$ cat src/rtl/core/gf2_four_russians_row_multiply_macros.svh
// ----------------------------------------------------------------------------
// gf2 four russians row multiply - assertion macros
// concurrent assertion helpers, empty when building for synthesis
// ----------------------------------------------------------------------------
`ifndef GF2_FOUR_RUSSIANS_ROW_MULTIPLY_MACROS_SVH
`define GF2_FOUR_RUSSIANS_ROW_MULTIPLY_MACROS_SVH

`ifndef SYNTHESIS

// implication or plain property, sampled on the rising clock edge
`define GF2FR_ASSERT(lbl, clk, rstn, prop) \
	lbl: assert property (@(posedge clk) disable iff (!rstn) (prop)) \
		else $error("gf2fr assertion failed");

// condition that must never be true
`define GF2FR_NEVER(lbl, clk, rstn, cond) \
	`GF2FR_ASSERT(lbl, clk, rstn, !(cond))

`else

`define GF2FR_ASSERT(lbl, clk, rstn, prop)
`define GF2FR_NEVER(lbl, clk, rstn, cond)

`endif

`endif

$ cat src/rtl/core/gf2fr_pkg.sv
// ----------------------------------------------------------------------------
// gf2fr_pkg
// shared constants, types and helpers of the gf2 four russians row multiply
// ----------------------------------------------------------------------------
`default_nettype none

package gf2fr_pkg;

	localparam int ROW_W      = 64;
	localparam int SLICE_BITS = 6;
	localparam int NUM_TABLES = 11;
	localparam int ENTRIES    = 1 << SLICE_BITS;

	// slices that actually start inside the row
	localparam int ROW_SLICES = (ROW_W + SLICE_BITS - 1) / SLICE_BITS;
	localparam int LOOKUPS    = (NUM_TABLES < ROW_SLICES) ? NUM_TABLES : ROW_SLICES;

	localparam int SEL_W   = 4;
	localparam int ENTRY_W = 6;
	localparam int MODE_W  = 2;

	// input tdata layout, lowest field first
	localparam int SEL_LSB   = 0;
	localparam int ENTRY_LSB = SEL_LSB + SEL_W;
	localparam int WORD_LSB  = ENTRY_LSB + ENTRY_W;
	localparam int AROW_LSB  = WORD_LSB + ROW_W;
	localparam int PRIOR_LSB = AROW_LSB + ROW_W;
	localparam int IN_BITS   = PRIOR_LSB + ROW_W;
	localparam int IN_DATA_W = ((IN_BITS + 7) / 8) * 8;

	// output queue
	localparam int OUTQ_DEPTH = 4;
	localparam int OUTQ_PTR_W = $clog2(OUTQ_DEPTH);
	localparam int OUTQ_LVL_W = $clog2(OUTQ_DEPTH + 1);

	typedef logic [ROW_W-1:0]      row_t;
	typedef logic [SLICE_BITS-1:0] addr_t;

	typedef enum logic [MODE_W-1:0] {
		MODE_WRITE  = 2'd0,
		MODE_ASSIGN = 2'd1,
		MODE_ACCUM  = 2'd2
	} mode_t;

	typedef struct packed {
		row_t product;
		logic last;
	} result_t;

	// lookup address of slice t, bits past the row read as zero
	function automatic addr_t slice_of(input row_t row, input int unsigned t);
		row_t tmp;
		tmp = row >> (t * SLICE_BITS);
		return tmp[SLICE_BITS-1:0];
	endfunction

	// table entry field cut or extended to the slice width
	function automatic addr_t entry_addr(input logic [ENTRY_W-1:0] e);
		logic [SLICE_BITS+ENTRY_W-1:0] w;
		w = {{SLICE_BITS{1'b0}}, e};
		return w[SLICE_BITS-1:0];
	endfunction

endpackage

`default_nettype wire

$ cat src/rtl/core/gf2fr_bank.sv
// ----------------------------------------------------------------------------
// gf2fr_bank
// one slice table: single write port, registered read port
// ----------------------------------------------------------------------------
`default_nettype none

module gf2fr_bank (
	input  wire logic              clk,
	input  wire logic              we,
	input  wire gf2fr_pkg::addr_t  waddr,
	input  wire gf2fr_pkg::row_t   wdata,
	input  wire logic              re,
	input  wire gf2fr_pkg::addr_t  raddr,
	output gf2fr_pkg::row_t        rdata
);

	gf2fr_pkg::row_t mem [gf2fr_pkg::ENTRIES];

	always_ff @(posedge clk) begin
		if (we) begin
			mem[waddr] <= wdata;
		end
	end

	always_ff @(posedge clk) begin
		if (re) begin
			rdata <= mem[raddr];
		end
	end

endmodule

`default_nettype wire

$ cat config.mk
export PLATFORM = sky130hd
export DESIGN_NAME = gf2fr_bank
export DESIGN_NICKNAME = d
export VERILOG_FILES = /design/src/rtl/core/gf2_four_russians_row_multiply_macros.svh /design/src/rtl/core/gf2fr_pkg.sv /design/src/rtl/core/gf2fr_bank.sv
export SDC_FILE = /design/constraint.sdc
export NUM_CORES = 2
export LEC_CHECK = 0
export BUFFER_PORTS_ARGS = -buffer_cell sky130_fd_sc_hd__buf_4
export CAP_MARGIN = 20
export CORE_MARGIN = 2
export CORE_UTILIZATION = 51
export DETAILED_ROUTE_END_ITERATION = 16
export PLACE_DENSITY = 0.69
export SLEW_MARGIN = 20
export SYNTH_ARGS = -nofsm -noshare
export SYNTH_HDL_FRONTEND = slang
export SYNTH_SLANG_ARGS = --single-unit
$ cat constraint.sdc
create_clock -name clk -period 5.79 [get_ports clk]
set_input_delay 0.8685 -clock clk [delete_from_list [all_inputs] [get_ports clk]]
set_output_delay 0.8685 -clock clk [all_outputs]
set_load 0.02 [all_outputs]
== Word level (Yosys, flattened, before mapping) ==
Memories as Yosys holds them, arrays and structs flattened. A register that Yosys moved wholly into a read port is not among the register bits.
Index checks and enable logic that the tools add are counted.

* Flip-flop bits (word level): 0
* Output and inout bits: 64
* Input port bits: 79
* Memories: 1
* Bits in writable memories: 4096

* Muxes and demuxes: 2

{| class="wikitable"
|+ Memory list
! memory !! depth !! bits a word !! read ports !! clocked after memory_dff !! write ports !! RTL line !! RTL
|-
| mem || 64 || 64 || 1 || 1 || 1 || gf2fr_bank.sv:17 || <nowiki>gf2fr_pkg::row_t mem [gf2fr_pkg::ENTRIES];</nowiki>
|}

{| class="wikitable"
|+ Operators by type and width
! operator !! count
|-
| $mux W1 || 2
|}

== Longest topological paths before layout ==
* Depth after elaboration: 2
* Mapped depth: 9
* Mapped depth without buffers: 5

== Least setup slack after synthesis ==
Ideal clock, no wire load.

* Path type: input to register
* Start point: input waddr[3]
* End point: memory mem[48][0] (netlist name) (enable)
* Cell stages on the path: 4
* Data required time: 5226 ps
* Arrival: 5740 ps
* Library setup time: 564 ps
* Path slack: -514 ps
* Buffers on the path: 1
* Cells stage by stage: clkbuf_1 nor2b_1 nand4b_1 nor3_1

{| class="wikitable"
|+ RTL lines
! item !! RTL line !! RTL
|-
| start, declared || gf2fr_bank.sv:10 || <nowiki>input wire gf2fr_pkg::addr_t waddr,</nowiki>
|-
| end, declared || gf2fr_bank.sv:17 ||
|}

Straight into the memory's write port.

==> flow_summary_export.csv <==
group,metric,value,unit
status,outcome,"completed",
setup_path,critical_path_class,"in2reg",
setup_path,r2r_setup_slack,3.56,ns
cts,clk_pin_slew,0.06,ns
synthesis,synth_area,157000,um2
synthesis,ys_seq_area_share,79.6,%
hold_path,hp-start,"re",
cells_and_area,drive_gt1_share,28.2,%
setup_path,reg2reg_from,"mem[53][6]",
drt,routed_wl,423000,um
setup_path,critPathCaptureType,"register",
drt,vias,76300,
hold_path,hold_end,"rdata[17]",
synthesis,netlist_instances,6598,
grt,grt_pass1_vias,76100,
grt,grt_pass1_wl,589000,um
setup_path,crit_chain,"buf_4 > nand2b_4 > buf_4 > o22ai_1 > a31oi_1 > a211oi_1",
setup_path,required,6.37,ns
sta,period_share,55.5,%
place,numPortBuffers,142,
sta,slew_headroom,17.4,%
synthesis,yosysUniqueCellTypes,32,
cts,cts_tree,"built",
drt,avgRoutedWirePerCell,37.0,um
synthesis,syn_area_per_cell,23.8,um2
place,gp_congestion,0.798,
cts,cts.repair.resized,0,
grt,antenna_found_initial,24,
flow_run,cap_violations,0,
synthesis,yosys_register_bits,4160,
floorplan,die_y,559,um
synthesis,synth_fp_nets,6677,
sta,finalHoldViolCount,0,
pwr,vdd_ir_drop_max,0.308,mV
grt,gr-usage-all-layers,27.1,%
drt,drc,0,
setup_path,path_buf_inv,2,
drt,top_layer,"met5",
sta,finalCriticalPeriod,3.22,ns
setup_path,cp_top_family,"compound AO/OA/AOI/OAI gates",
cells_and_area,syn_to_final_growth,13.3,%
cts,root_buffer,"clkbuf_16",
setup_path,slowest_delay,0.68,ns
setup_path,cp_common_cell,"buf_4",
sta,max_freq,311,MHz
cts,htreeDepth,5,
sta,finalClockSkew,0.0490,ns
cts,post_cts_buffers,0,
pwr,power,0.0628,W
cts,cts_hold_buf,0,
sta,maxSlewViolCount,0,
setup_path,rr_worst_depth,5,
floorplan,boundaryPins,143,
pwr,power_density,353,nW/um2
drt,dr_wl_met2,208000,um
floorplan,rows,203,
drt,wl_met3,45400,um
sta,final.setup.tns,0,ns
drt,wl_met1,153000,um
cells_and_area,fill_cells,21200,
cts,clkSinkCount,4160,
cts,worstSkewPairLatency,0.91,ns
hold_path,hp-class,"in2reg",
cts,cts_max_path_buffers,4,
setup_path,critPathSlowestCell,"a211oi_1",
drt,drt_iter0_drc,11500,
setup_path,path_max_fanout,27,
floorplan,core-area,306000,um2
synthesis,synth-warning-count,0,
setup_path,start_kind,"input pin",
drt,antenna_left,0,
pwr,leakage,55.2,nW
sta,setup_viol,0,
grt,grt_max_degree,108,
floorplan,die_w,559,um
setup_path,worst_ep_arrival_time,3.79,ns
sta,worst_pin_slew,1.24,ns
cells_and_area,layout.nets,7069,
floorplan,die_area,312000,um2
grt,gr-total-overflow,0,
hold_path,min_delay_path_depth,1,
place,hpwlAfterDp,220000,um
setup_path,r2r_end,"rdata[6]",
drt,viasPerCell,6.67,
cts,cts_inserted_buffers,404,
floorplan,start_util,51.3,%
drt,drtPass1Iterations,6,
sta,grt_setup_unrepaired,"no",
-- through the flow --
stage / cell area, um2 / instances / setup slack [ns] / utilization [%] / hold WS [ns]
final: 178000 / 11400 / 2.57 / 58.1 / 0.424
after global routing: 178000 / 11400 / 2.54 / 58.1 / 0.387
after CTS: 178000 / 11400 / 2.55 / 58.1 / 0.367
after detailed placement: 165000 / 10700 / 1.61 / 53.8 / 0.887
after global placement: 165000 / 10700 / 1.22 / 53.8 / 0.893
after floorplan: 157000 / 6598 / 0.891 / - / 0.865
-- kinds of logic after synthesis --
family                 after synthesis  share of synthesized area [%]
and+or+nand+nor                    386                           1.23
DFF                               4160                           79.6
buffers and inverters              389                           1.18
muxes                             1159                           15.6
AOI/OAI and AO/OA                  504                           2.47
-- power by group --
part	total [W]	leakage [nW]	switching [W]	internal, W
registers	0.0335	37.5	0.000125	0.0334
clock network	0.0265	6.45	0.0112	0.0153
logic	0.00285	11.3	0.00178	0.00107
total	0.0628	55.2	0.0131	0.0497
-- cell usage in the layout (no fill, tap or decap), types with 24 or more instances in the layout --
| cell | instances |
|---|---|
| clkbuf_1 | 68 |
| and3_1 | 64 |
| nor2_1 | 47 |
| or3_1 | 29 |
| nor2b_1 | 24 |
| o22ai_1 | 83 |
| bufinv_16 | 50 |
| nand2_1 | 55 |
| mux2i_1 | 135 |
| clkinv_1 | 95 |
| nor2_4 | 65 |
| o221ai_1 | 38 |
| mux4_2 | 1024 |
| a22o_1 | 88 |
| a211oi_1 | 61 |
| a22oi_1 | 168 |
| or2_2 | 28 |
| clkbuf_16 | 412 |
| edfxtp_1 | 4160 |
| clkinv_2 | 71 |
| a41oi_1 | 26 |
| buf_12 | 72 |
| nand3_1 | 45 |
| buf_4 | 281 |
-- registers in the layout, summed over array words and instances, names as in the netlist --
name	flops
rdata	64
mem	4096
-- per-layer routing --
metal / global-route usage [%] / up-vias
met5: 0 / -
met4: 9.43 / 12
met3: 5.01 / 823
met2: 44.0 / 5020
met1: 37.4 / 41100
li1: - / 29300
-- layout make-up --
cell class / instances / area (um2) / area share [%]
flip-flops and latches: 4160 / 125000 / 70.3
multi-input cells: 2049 / 30800 / 17.3
clock buffers: 480 / 10600 / 5.94
well taps: 4100 / 5130 / 2.88
repair buffers: 356 / 3610 / 2.03
clock inverters: 256 / 2690 / 1.51
inverters: 19 / 71.3 / 0.0401
diodes: 12 / 30.0 / 0.0169
-- worst register-to-register path: cells and delay by family (launching register included) --
| kind | cells | cell delay (ns) |
|---|---|---|
| flip-flops | 1 | 0.33 |
| multiplexers | 2 | 0.30 |
| AO/OA/AOI/OAI | 3 | 1.24 |
-- worst max-delay path by stage --
stage,startpoint,to,slack [ns],cells past startpoint
after CTS,raddr[2],rdata[6],2.55,6
after detailed placement,raddr[2],rdata[6],1.61,6
final,raddr[4],rdata[6],2.57,6
after global placement,raddr[2],rdata[7],1.22,6
after floorplan,waddr[5],mem[39][0],0.89,4
after global routing,raddr[0],rdata[6],2.54,7
-- synthesized netlist by cell type --
library cell	instances	area share (%)
nor2_1	112	0.27
nand4_1	2	0.0080
a22o_1	88	0.49
nor3_1	2	0.0064
a211oi_1	63	0.30
a31o_1	1	0.0056
buf_2	170	0.54
edfxtp_1	4160	80
nor2b_1	28	0.11
a31oi_1	18	0.072
and2_1	3	0.012
or2_2	28	0.11
a22oi_1	168	0.80
or3_1	29	0.12
o221ai_1	38	0.21
nand2_1	58	0.14
mux2i_1	135	0.86
inv_1	19	0.045
mux4_2	1024	15
or3b_2	1	0.0056
a2bb2oi_1	19	0.11
nand3_1	45	0.14
buf_4	34	0.16
clkbuf_1	140	0.33
nand2b_1	11	0.044
nand4b_1	1	0.0056
buf_6	6	0.043
buf_1	20	0.048
a41oi_1	26	0.15
and3_1	64	0.26
nand3b_1	2	0.0096
o22ai_1	83	0.33
Note: power is estimated with default switching activity, not from simulation.
