## src/rtl/core/gf2_four_russians_row_multiply_macros.svh

```systemverilog
// ----------------------------------------------------------------------------
// gf2 four russians row multiply - assertion macros
// concurrent assertion helpers, empty when building for synthesis
// ----------------------------------------------------------------------------
`ifndef GF2_FOUR_RUSSIANS_ROW_MULTIPLY_MACROS_SVH
`define GF2_FOUR_RUSSIANS_ROW_MULTIPLY_MACROS_SVH

`ifndef SYNTHESIS

// implication or plain property, sampled on the rising clock edge
`define GF2FR_ASSERT(lbl, clk, rstn, prop) \
	lbl: assert property (@(posedge clk) disable iff (!rstn) (prop)) \
		else $error("gf2fr assertion failed");

// condition that must never be true
`define GF2FR_NEVER(lbl, clk, rstn, cond) \
	`GF2FR_ASSERT(lbl, clk, rstn, !(cond))

`else

`define GF2FR_ASSERT(lbl, clk, rstn, prop)
`define GF2FR_NEVER(lbl, clk, rstn, cond)

`endif

`endif

```

## src/rtl/core/gf2fr_pkg.sv

```systemverilog
// ----------------------------------------------------------------------------
// gf2fr_pkg
// shared constants, types and helpers of the gf2 four russians row multiply
// ----------------------------------------------------------------------------
`default_nettype none

package gf2fr_pkg;

	localparam int ROW_W      = 64;
	localparam int SLICE_BITS = 6;
	localparam int NUM_TABLES = 11;
	localparam int ENTRIES    = 1 << SLICE_BITS;

	// slices that actually start inside the row
	localparam int ROW_SLICES = (ROW_W + SLICE_BITS - 1) / SLICE_BITS;
	localparam int LOOKUPS    = (NUM_TABLES < ROW_SLICES) ? NUM_TABLES : ROW_SLICES;

	localparam int SEL_W   = 4;
	localparam int ENTRY_W = 6;
	localparam int MODE_W  = 2;

	// input tdata layout, lowest field first
	localparam int SEL_LSB   = 0;
	localparam int ENTRY_LSB = SEL_LSB + SEL_W;
	localparam int WORD_LSB  = ENTRY_LSB + ENTRY_W;
	localparam int AROW_LSB  = WORD_LSB + ROW_W;
	localparam int PRIOR_LSB = AROW_LSB + ROW_W;
	localparam int IN_BITS   = PRIOR_LSB + ROW_W;
	localparam int IN_DATA_W = ((IN_BITS + 7) / 8) * 8;

	// output queue
	localparam int OUTQ_DEPTH = 4;
	localparam int OUTQ_PTR_W = $clog2(OUTQ_DEPTH);
	localparam int OUTQ_LVL_W = $clog2(OUTQ_DEPTH + 1);

	typedef logic [ROW_W-1:0]      row_t;
	typedef logic [SLICE_BITS-1:0] addr_t;

	typedef enum logic [MODE_W-1:0] {
		MODE_WRITE  = 2'd0,
		MODE_ASSIGN = 2'd1,
		MODE_ACCUM  = 2'd2
	} mode_t;

	typedef struct packed {
		row_t product;
		logic last;
	} result_t;

	// lookup address of slice t, bits past the row read as zero
	function automatic addr_t slice_of(input row_t row, input int unsigned t);
		row_t tmp;
		tmp = row >> (t * SLICE_BITS);
		return tmp[SLICE_BITS-1:0];
	endfunction

	// table entry field cut or extended to the slice width
	function automatic addr_t entry_addr(input logic [ENTRY_W-1:0] e);
		logic [SLICE_BITS+ENTRY_W-1:0] w;
		w = {{SLICE_BITS{1'b0}}, e};
		return w[SLICE_BITS-1:0];
	endfunction

endpackage

`default_nettype wire

```

## src/rtl/core/gf2fr_outq.sv

```systemverilog
// ----------------------------------------------------------------------------
// gf2fr_outq
// small result queue between the lookup stage and the master port
// ----------------------------------------------------------------------------
`default_nettype none

module gf2fr_outq (
	input  wire logic                                clk,
	input  wire logic                                arst_n,
	input  wire logic                                push,
	input  wire gf2fr_pkg::result_t                  push_data,
	input  wire logic                                pop_ready,
	output logic                                     out_valid,
	output gf2fr_pkg::result_t                       out_data,
	output logic [gf2fr_pkg::OUTQ_LVL_W-1:0]         level
);

	gf2fr_pkg::result_t                   slot_q [gf2fr_pkg::OUTQ_DEPTH];
	logic [gf2fr_pkg::OUTQ_PTR_W-1:0]     wr_ptr_q;
	logic [gf2fr_pkg::OUTQ_PTR_W-1:0]     rd_ptr_q;
	logic [gf2fr_pkg::OUTQ_LVL_W-1:0]     count_q;
	logic                                 pop;

	assign out_valid = (count_q != '0);
	assign out_data  = slot_q[rd_ptr_q];
	assign pop       = out_valid && pop_ready;
	assign level     = count_q;

	always_ff @(posedge clk) begin
		if (push) begin
			slot_q[wr_ptr_q] <= push_data;
		end
	end

	always_ff @(posedge clk or negedge arst_n) begin
		if (!arst_n) begin
			wr_ptr_q <= '0;
			rd_ptr_q <= '0;
			count_q  <= '0;
		end else begin
			if (push) begin
				wr_ptr_q <= wr_ptr_q + 1'b1;
			end
			if (pop) begin
				rd_ptr_q <= rd_ptr_q + 1'b1;
			end
			case ({push, pop})
				2'b10:   count_q <= count_q + 1'b1;
				2'b01:   count_q <= count_q - 1'b1;
				default: count_q <= count_q;
			endcase
		end
	end

endmodule

`default_nettype wire

```

## config.mk

```make
export PLATFORM = sky130hd
export DESIGN_NAME = gf2fr_outq
export DESIGN_NICKNAME = d
export VERILOG_FILES = /design/src/rtl/core/gf2_four_russians_row_multiply_macros.svh /design/src/rtl/core/gf2fr_pkg.sv /design/src/rtl/core/gf2fr_outq.sv
export SDC_FILE = /design/constraint.sdc
export NUM_CORES = 1
export LEC_CHECK = 0
export BUFFER_PORTS_ARGS = -buffer_cell sky130_fd_sc_hd__buf_2
export CAP_MARGIN = 20
export CORE_AREA = 3 3 130 144
export CTS_CLUSTER_DIAMETER = 30
export DETAILED_ROUTE_END_ITERATION = 12
export DIE_AREA = 0 0 133 147
export PLACE_DENSITY = 0.78
export SYNTH_ARGS = -nofsm -noshare
export SYNTH_HDL_FRONTEND = slang
export SYNTH_SLANG_ARGS = --single-unit
```

## constraint.sdc

```tcl
create_clock -name clk -period 3.11 [get_ports clk]
set_input_delay 0.311 -clock clk [delete_from_list [all_inputs] [get_ports clk]]
set_output_delay 0.311 -clock clk [all_outputs]
set_load 0.02 [all_outputs]
```

After elaboration in Yosys (flattened, before gate mapping):

Memories as Yosys holds them, arrays and structs flattened.
Index checks and enable logic that the tools add are counted.

* register bits: 7
* input bits: 69
* bits in latches: 0
* memory bits (writable): 260
* memories: 1
* ROM bits: 0
* output and inout bits: 69

* $lt $le $gt $ge: 0
* eq/ne operators: 2
* shift-type cells: 0
* bitwise operators: 0
* divide/modulo/power cells: 0
* reductions and logical operators: 3
* multiply operators: 0
* mux-type cells: 3
* add/subtract/negate cells: 4

Memory list
* slot_q: depth 4, bits a word 65, rd ports 1, clocked after memory_dff 0, wr ports 1, line gf2fr_outq.sv:18 `gf2fr_pkg::result_t slot_q [gf2fr_pkg::OUTQ_DEPTH];`

Operator list (count)
* case mux 3 bit (2 select lines): 1
* adder 2 x 1 -> 2 bit, second input constant: 2
* adder 3 x 1 -> 3 bit, second input constant: 1
* nonzero test 3 bit: 1
* subtractor 3 x 1 -> 3 bit, second input constant: 1
* equality test 2 x 1 -> 1 bit, second input constant: 1
* equality test 2 bit, second input constant: 1
* 2-to-1 mux 1 bit: 2
* nonzero test 2 bit: 1
* logical AND 1 bit: 1

Depth between registers and ports, before layout:

Gate-level depths: netlist of run 1.

* depth in word-level cells: 4
* mapped depth: 7
* depth with buffers taken out: 7

Worst setup path before layout of run 1:

No wires, ideal clock.

* kind: flip-flop to flip-flop
* start point: reg wr_ptr_q[0] (netlist name)
* end point: mem slot_q[0][0] (netlist name) (enable)
* arrival: 2.148 ns
* cell stages (with the launch flop): 4
* clock period less this slack: 2.578 ns
* setup time: 0.430 ns
* slack: 0.532 ns
* path buffers: 0
* data required time: 2.680 ns
* cells stage by stage: dfrtp_1 > inv_1 > ha_1 > and2_1

RTL lines
* start: declaration: line gf2fr_outq.sv:19 `logic [gf2fr_pkg::OUTQ_PTR_W-1:0] wr_ptr_q;`
* start signal: assignment: line gf2fr_outq.sv:42 `wr_ptr_q <= wr_ptr_q + 1'b1;`
* end: declaration: line gf2fr_outq.sv:18

No word-level cell before the write port.

==> impl_metrics.yaml, run 1 <==
status:
  outcome: "complete, no violations"
grt:
  grt_antenna_before_repair: 1
  grt_pass1_vias: 5058
  pin_count_of_the_biggest_net_entering_global_routing: 66
  globalRoute.totalOverflow: 0
  grt.total_usage: 0.192
  grt_pass1_wl_um: 28600
yosys:
  post_synth.cell_area_avg_sq_um: 26.1
  postSynthNetCount: 451
  ys_ff_latch: 267
  mappedNetlistArea_sq_um: 9820
  syn-instance-count: 376
  synthDominantCellAreaShare: 0.795
  yosys-top-cells-area: "sky130_fd_sc_hd__edfxtp_1, sky130_fd_sc_hd__mux4_2, sky130_fd_sc_hd__dfrtp_1, sky130_fd_sc_hd__buf_12, sky130_fd_sc_hd__ha_1"
  synth.yosys.seq_area_share: 0.813
  yosysUniqueCellTypes: 20
  yosysWarnings: 0
  yosys.area.top_type: "sky130_fd_sc_hd__edfxtp_1"
power:
  power_per_cell_area_nw_per_um2: 1070
  peakVddDrop_mv: 0.706
  total_leakage_power_nw: 4.29
min_path:
  worst_hold_path.endpoint: "slot_q[2][23]"
  min-delay-start: "push_data[23]"
  timing.hold.worst_path_depth: 1
  worst_hold_path_type: "input port to flip-flop"
critical_path:
  critical_path_buf_inv_count: 2
  critical_path.cell_chain: "buf_4, mux4_2, buf_2"
  cp_data_arrival_time_ps: 2270
  timing.critical_path.to_type: "output pin"
  startpoint: "rd_ptr_q[0]"
  logic_depth_of_the_worst_path_buffers_included: 3
  r2r.worst_path.cells: 4
  timing.critical_path.fanout_max: 17
  critical_path.startpoint_type: "flip-flop"
  timing.rr.end: "slot_q[0][41]"
  cp_top_family: "flip-flops"
  setup.worst_path.class: "flip-flop to output pin"
  crit_required_ps: 2800
  cp_slowest_cell: "sky130_fd_sc_hd__dfrtp_4"
  cp_slowest_stage_delay_ps: 610
  crit-reg2reg-launch: "wr_ptr_q[0]"
  ff2ff_setup_slack_ps: 1200
detailed_routing:
  firstDrtPassIters: 4
  post_route_wl_um: 18200
  drc: 0
  post_drt_wl_per_cell_um: 22.2
  drt_first_iter_violations: 255
  via_count: 4489
  ant_nets: 0
  detail_route.vias_per_cell: 5.47
clocking:
  clk_pin_slew_ps: 50
  cts_tree: "yes"
  cts-htree-levels: 2
  cts_num_sinks: 267
  clockRootBuffer: "sky130_fd_sc_hd__clkbuf_16"
  cts_inserted_buffers: 42
  clock_latency_ps: 500
  clock_path_buffers: 3
die:
  fp.coreArea_sq_um: 17200
  dieArea_sq_um: 19600
  num_rows: 50
  io_pins: 138
  die_height_um: 147
  die_w_um: 133
  start_util: 0.571
finish:
  mostFrequentLayoutCells: "sky130_fd_sc_hd__edfxtp_1, sky130_fd_sc_hd__buf_2, sky130_fd_sc_hd__mux4_2"
  layout-drive-gt1-share: 0.482
  area_growth_syn_to_layout_pct: 24.6
  most_frequent_standard_cell_in_the_layout_excluding_fill_and_tap_cells: "sky130_fd_sc_hd__edfxtp_1"
  final_nets: 626
timing:
  setup_total_negative_slack_ps: 0
  setup_repair_after_global_routing_missed_its_margin: "no"
  final_hold_viols: 0
  slew-limit-headroom: 0.355
  fmax_mhz: 388
  timing.clock.skew_ps: 8.01
  part_of_the_cycle_the_worst_path_needs: 0.829
  setup_violations: 0
  timing.hold.ws_ps: 15.7
  final_max_slew_viol_count: 0
  worstMarginPinSlew_ps: 968
  finalWorstPathRequiredPeriod_ps: 2580
run:
  maxCapViolations: 0
place:
  post-dp-hpwl_um: 10600
  gp_congestion: 0.718
  io_buffer_count: 137
[layer usage]
| metal | vias up | share of wire | GRT usage |
|---|---|---|---|
| met5 | - | 0 | 0 |
| met4 | 0 | 0.029 | 0.0842 |
| met3 | 40 | 0.054 | 0.0390 |
| met2 | 166 | 0.53 | 0.332 |
| met1 | 2309 | 0.38 | 0.238 |
| li1 | 1974 | - | - |
[synthesized netlist by cell type, drive strengths merged]
master  number
and2         4
buf         13
clkbuf       2
dfrtp        7
edfxtp     260
fa           1
ha           5
inv          6
mux2i        1
mux4        65
nand2        2
nor2         1
o21ai        1
o31a         1
or3          1
xnor2        2
xor2         4
[report_power, final]
group	switching (mW)	total, mW	internal (mW)
combinational	2.00	3.45	1.46
sequential	0.335	5.06	4.73
clock	1.57	4.60	3.02
total	3.90	13.1	9.21
[what timing repair did]
| action | in CTS | in global routing |
|---|---|---|
| setup buffers | 0 | 0 |
| hold buffers | 2 | 0 |
| endpoints found under the hold margin | 8 | 0 |
| resized for setup | 0 | 0 |
[kinds of logic (layout without fill, tap and decap cells)]
family          after synthesis  in the layout  share of synthesized area
fa+ha+maj                     6              6                    0.00841
simple gates                  8              8                    0.00433
buf+inv                      21            230                     0.0172
other cells                   0              2                          0
mux                          66             66                      0.150
compound gates                2              2                    0.00140
flops                       267            267                      0.813
xor+xnor                      6              6                    0.00535
[metrics by stage]
stage | cell area, sq um | util | setup WS (ps) | power [mW] | std cells
after global placement | 10800 | 0.626 | 1010 | 8.56 | 739
after floorplan | 9820 | - | 532 | 7.58 | 376
final | 12200 | 0.711 | 532 | 13.1 | 821
after global routing | 12200 | 0.711 | 387 | 13.7 | 820
after CTS | 12200 | 0.711 | 461 | 13.3 | 819
after detailed placement | 10800 | 0.626 | 999 | 8.65 | 739
[layout make-up]
class,instances,area (sq um)
clock buffer,52,1170
tap,234,293
sequential,267,7990
antenna,2,5.00
clock inverter,26,267
multi-input combinational,88,1680
inverter,6,22.5
fill,994,4970
timing repair buffer,146,808
[how the worst max path moves through the flow]
stage,to
after global placement,out_data[64]
after global routing,out_data[23]
final,out_data[23]
after CTS,out_data[23]
after detailed placement,out_data[23]
after floorplan,slot_q[0][0]
[registers in the layout, indices dropped and copies added, names as in the netlist]
| register | count |
|---|---|
| slot_q | 260 |
| level | 3 |
| rd_ptr_q | 2 |
| wr_ptr_q | 2 |
Note: power is estimated with default switching activity, not from simulation.
==> run 2, diff against run 1 <==
Settings changed: CORE_AREA 3 3 130 144 to 3 3 137 152, DIE_AREA 0 0 133 147 to 0 0 140 155, PLACE_DENSITY 0.78 to 0.74.
Clock period 3.11 ns to 2.3 ns, I/O delays scaled along.
==> impl_metrics.yaml, run 2 (synthesized netlist as in run 1, its figures left out) <==
status:
  outcome: "complete, no violations"
finish:
  layout.cells.non_filler: 906
  layout.filler_cells: 1241
  multi_input_combinational_cell_area_sq_um: 1680
  registers.top_by_ff_count: "slot_q"
  layout-drive-gt1-share: 0.448
  regArea_sq_um: 7990
  most_frequent_standard_cell_in_the_layout_excluding_fill_and_tap_cells: "sky130_fd_sc_hd__edfxtp_1"
  antenna_diode_instance_count: 0
  layout.cell_area.non_filler_sq_um: 13100
  mostFrequentLayoutCells: "sky130_fd_sc_hd__edfxtp_1, sky130_fd_sc_hd__buf_2, sky130_fd_sc_hd__dlygate4sd3_1"
  area_growth_syn_to_layout_pct: 33.3
  largest_register_ffs: 260
  final_nets: 702
min_path:
  worst_hold_path_type: "input port to flip-flop"
  min-delay-start: "push"
power:
  power_per_cell_area_nw_per_um2: 1390
  total_leakage_power_nw: 4.66
  peakVddDrop_mv: 0.866
detailed_routing:
  post_route_wl_um: 19100
  drt_first_iter_violations: 351
  via_count: 4834
  firstDrtPassIters: 4
  drc: 0
  post_drt_wl_per_cell_um: 21.1
  detail_route.vias_per_cell: 5.34
  ant_nets: 0
clocking:
  cts-htree-levels: 2
  resized_cells_post_cts: 0
  cts_inserted_buffers: 43
  clockRootBuffer: "sky130_fd_sc_hd__clkbuf_16"
  clk_pin_slew_ps: 50
  clock_path_buffers: 3
  cts_num_sinks: 267
  clock_latency_ps: 510
  cts_tree: "yes"
timing:
  timing.clock.skew_ps: 16.6
  slew-limit-headroom: 0.673
  worstMarginPinSlew_ps: 491
  fmax_mhz: 450
  setup_violations: 0
  part_of_the_cycle_the_worst_path_needs: 0.965
  final_max_slew_viol_count: 0
  setup_total_negative_slack_ps: 0
  setup_repair_after_global_routing_missed_its_margin: "no"
  final_hold_viols: 0
  finalWorstPathRequiredPeriod_ps: 2220
critical_path:
  setup.worst_path.class: "flip-flop to output pin"
  crit-reg2reg-launch: "level[0]"
  cp_data_arrival_time_ps: 1990
  startpoint: "rd_ptr_q[0]"
  timing.critical_path.fanout_max: 13
  crit_required_ps: 2070
  timing.critical_path.to_type: "output pin"
  critical_path.startpoint_type: "flip-flop"
place:
  post-dp-hpwl_um: 11100
  place_inst: 759
  postPlaceCellArea_sq_um: 10900
  gp_congestion: 0.716
  io_buffer_count: 137
grt:
  pin_count_of_the_biggest_net_entering_global_routing: 45
  globalRoute.totalOverflow: 0
  grt.total_usage: 0.179
  grt_pass1_vias: 5338
  grt_pass1_wl_um: 29900
  grt_antenna_before_repair: 1
die:
  dieArea_sq_um: 21700
  die_height_um: 155
  num_rows: 53
  fp.coreArea_sq_um: 19200
  start_util: 0.510
  die_w_um: 140
  io_pins: 138
run:
  maxCapViolations: 0
## run 2: cell count changes in the layout (fill, tap and decap cells not counted), moves of 2 or more
cell / previous run / this run
sky130_fd_sc_hd__inv_6: 2 / 7
sky130_fd_sc_hd__clkinv_4: 5 / 3
sky130_fd_sc_hd__clkbuf_1: 5 / 3
sky130_fd_sc_hd__buf_4: 3 / 6
sky130_fd_sc_hd__diode_2: 2 / 0
sky130_fd_sc_hd__clkbuf_8: 2 / 0
sky130_fd_sc_hd__dlygate4sd3_1: 2 / 66
sky130_fd_sc_hd__buf_12: 4 / 11
## run 2: layout make-up
cell class | count | area share
clock buffers | 48 | 0.0869
clock inverters | 29 | 0.0250
inverters | 6 | 0.00172
multi-input cells | 88 | 0.128
flip-flops and latches | 267 | 0.610
well taps | 247 | 0.0236
repair buffers | 221 | 0.124
## run 2: path summary, 6_finish.rpt
check / endpoint / slack (ps) / depth (start not counted)
min in group asynchronous: level[2] / 90 / 2
max in group asynchronous: rd_ptr_q[1] / 2030 / 2
worst min-delay path: wr_ptr_q[0] / 40 / 2
worst min register to register: level[2] / 520 / 1
worst max register to register: level[2] / 460 / 7
worst max-delay path: out_data[1] / 80 / 3
## run 2: worst max-delay path: stages, from the launching register on
cell                      delay (ps)
sky130_fd_sc_hd__dfrtp_4         550
sky130_fd_sc_hd__buf_12          200
sky130_fd_sc_hd__mux4_2          550
sky130_fd_sc_hd__buf_2           190
## run 2: what timing repair did
item / CTS / global route
endpoints found under the hold margin: 267 / 0
hold buffers: 66 / 0
setup buffers: 4 / 0
setup endpoints to repair: 65 / 0
## run 2: per-stage QoR
stage | setup slack, ps | total power [mW] | hold WS, ps | util
after floorplan | 429 | 10.2 | -65.6 | -
after global placement | 451 | 11.8 | 73.1 | 0.568
after detailed placement | 436 | 11.9 | 75.8 | 0.568
after CTS | 35.4 | 18.5 | 20.9 | 0.681
after global routing | 6.79 | 19.0 | 36.1 | 0.681
final | 79.7 | 18.2 | 38.0 | 0.681
## run 2: routing by layer
layer  vias up  wire (um)  global-route usage
li1       2123          -                   -
met1      2524       7610               0.222
met2       151      10300               0.320
met3        34        821              0.0366
met4         2        382              0.0568
met5         -         13                   0
## run 2: report_power, final
group | internal [mW] | total (mW) | switching, mW
registers | 6.38 | 6.72 | 0.338
logic | 2.27 | 5.18 | 2.91
clock network | 4.16 | 6.34 | 2.18
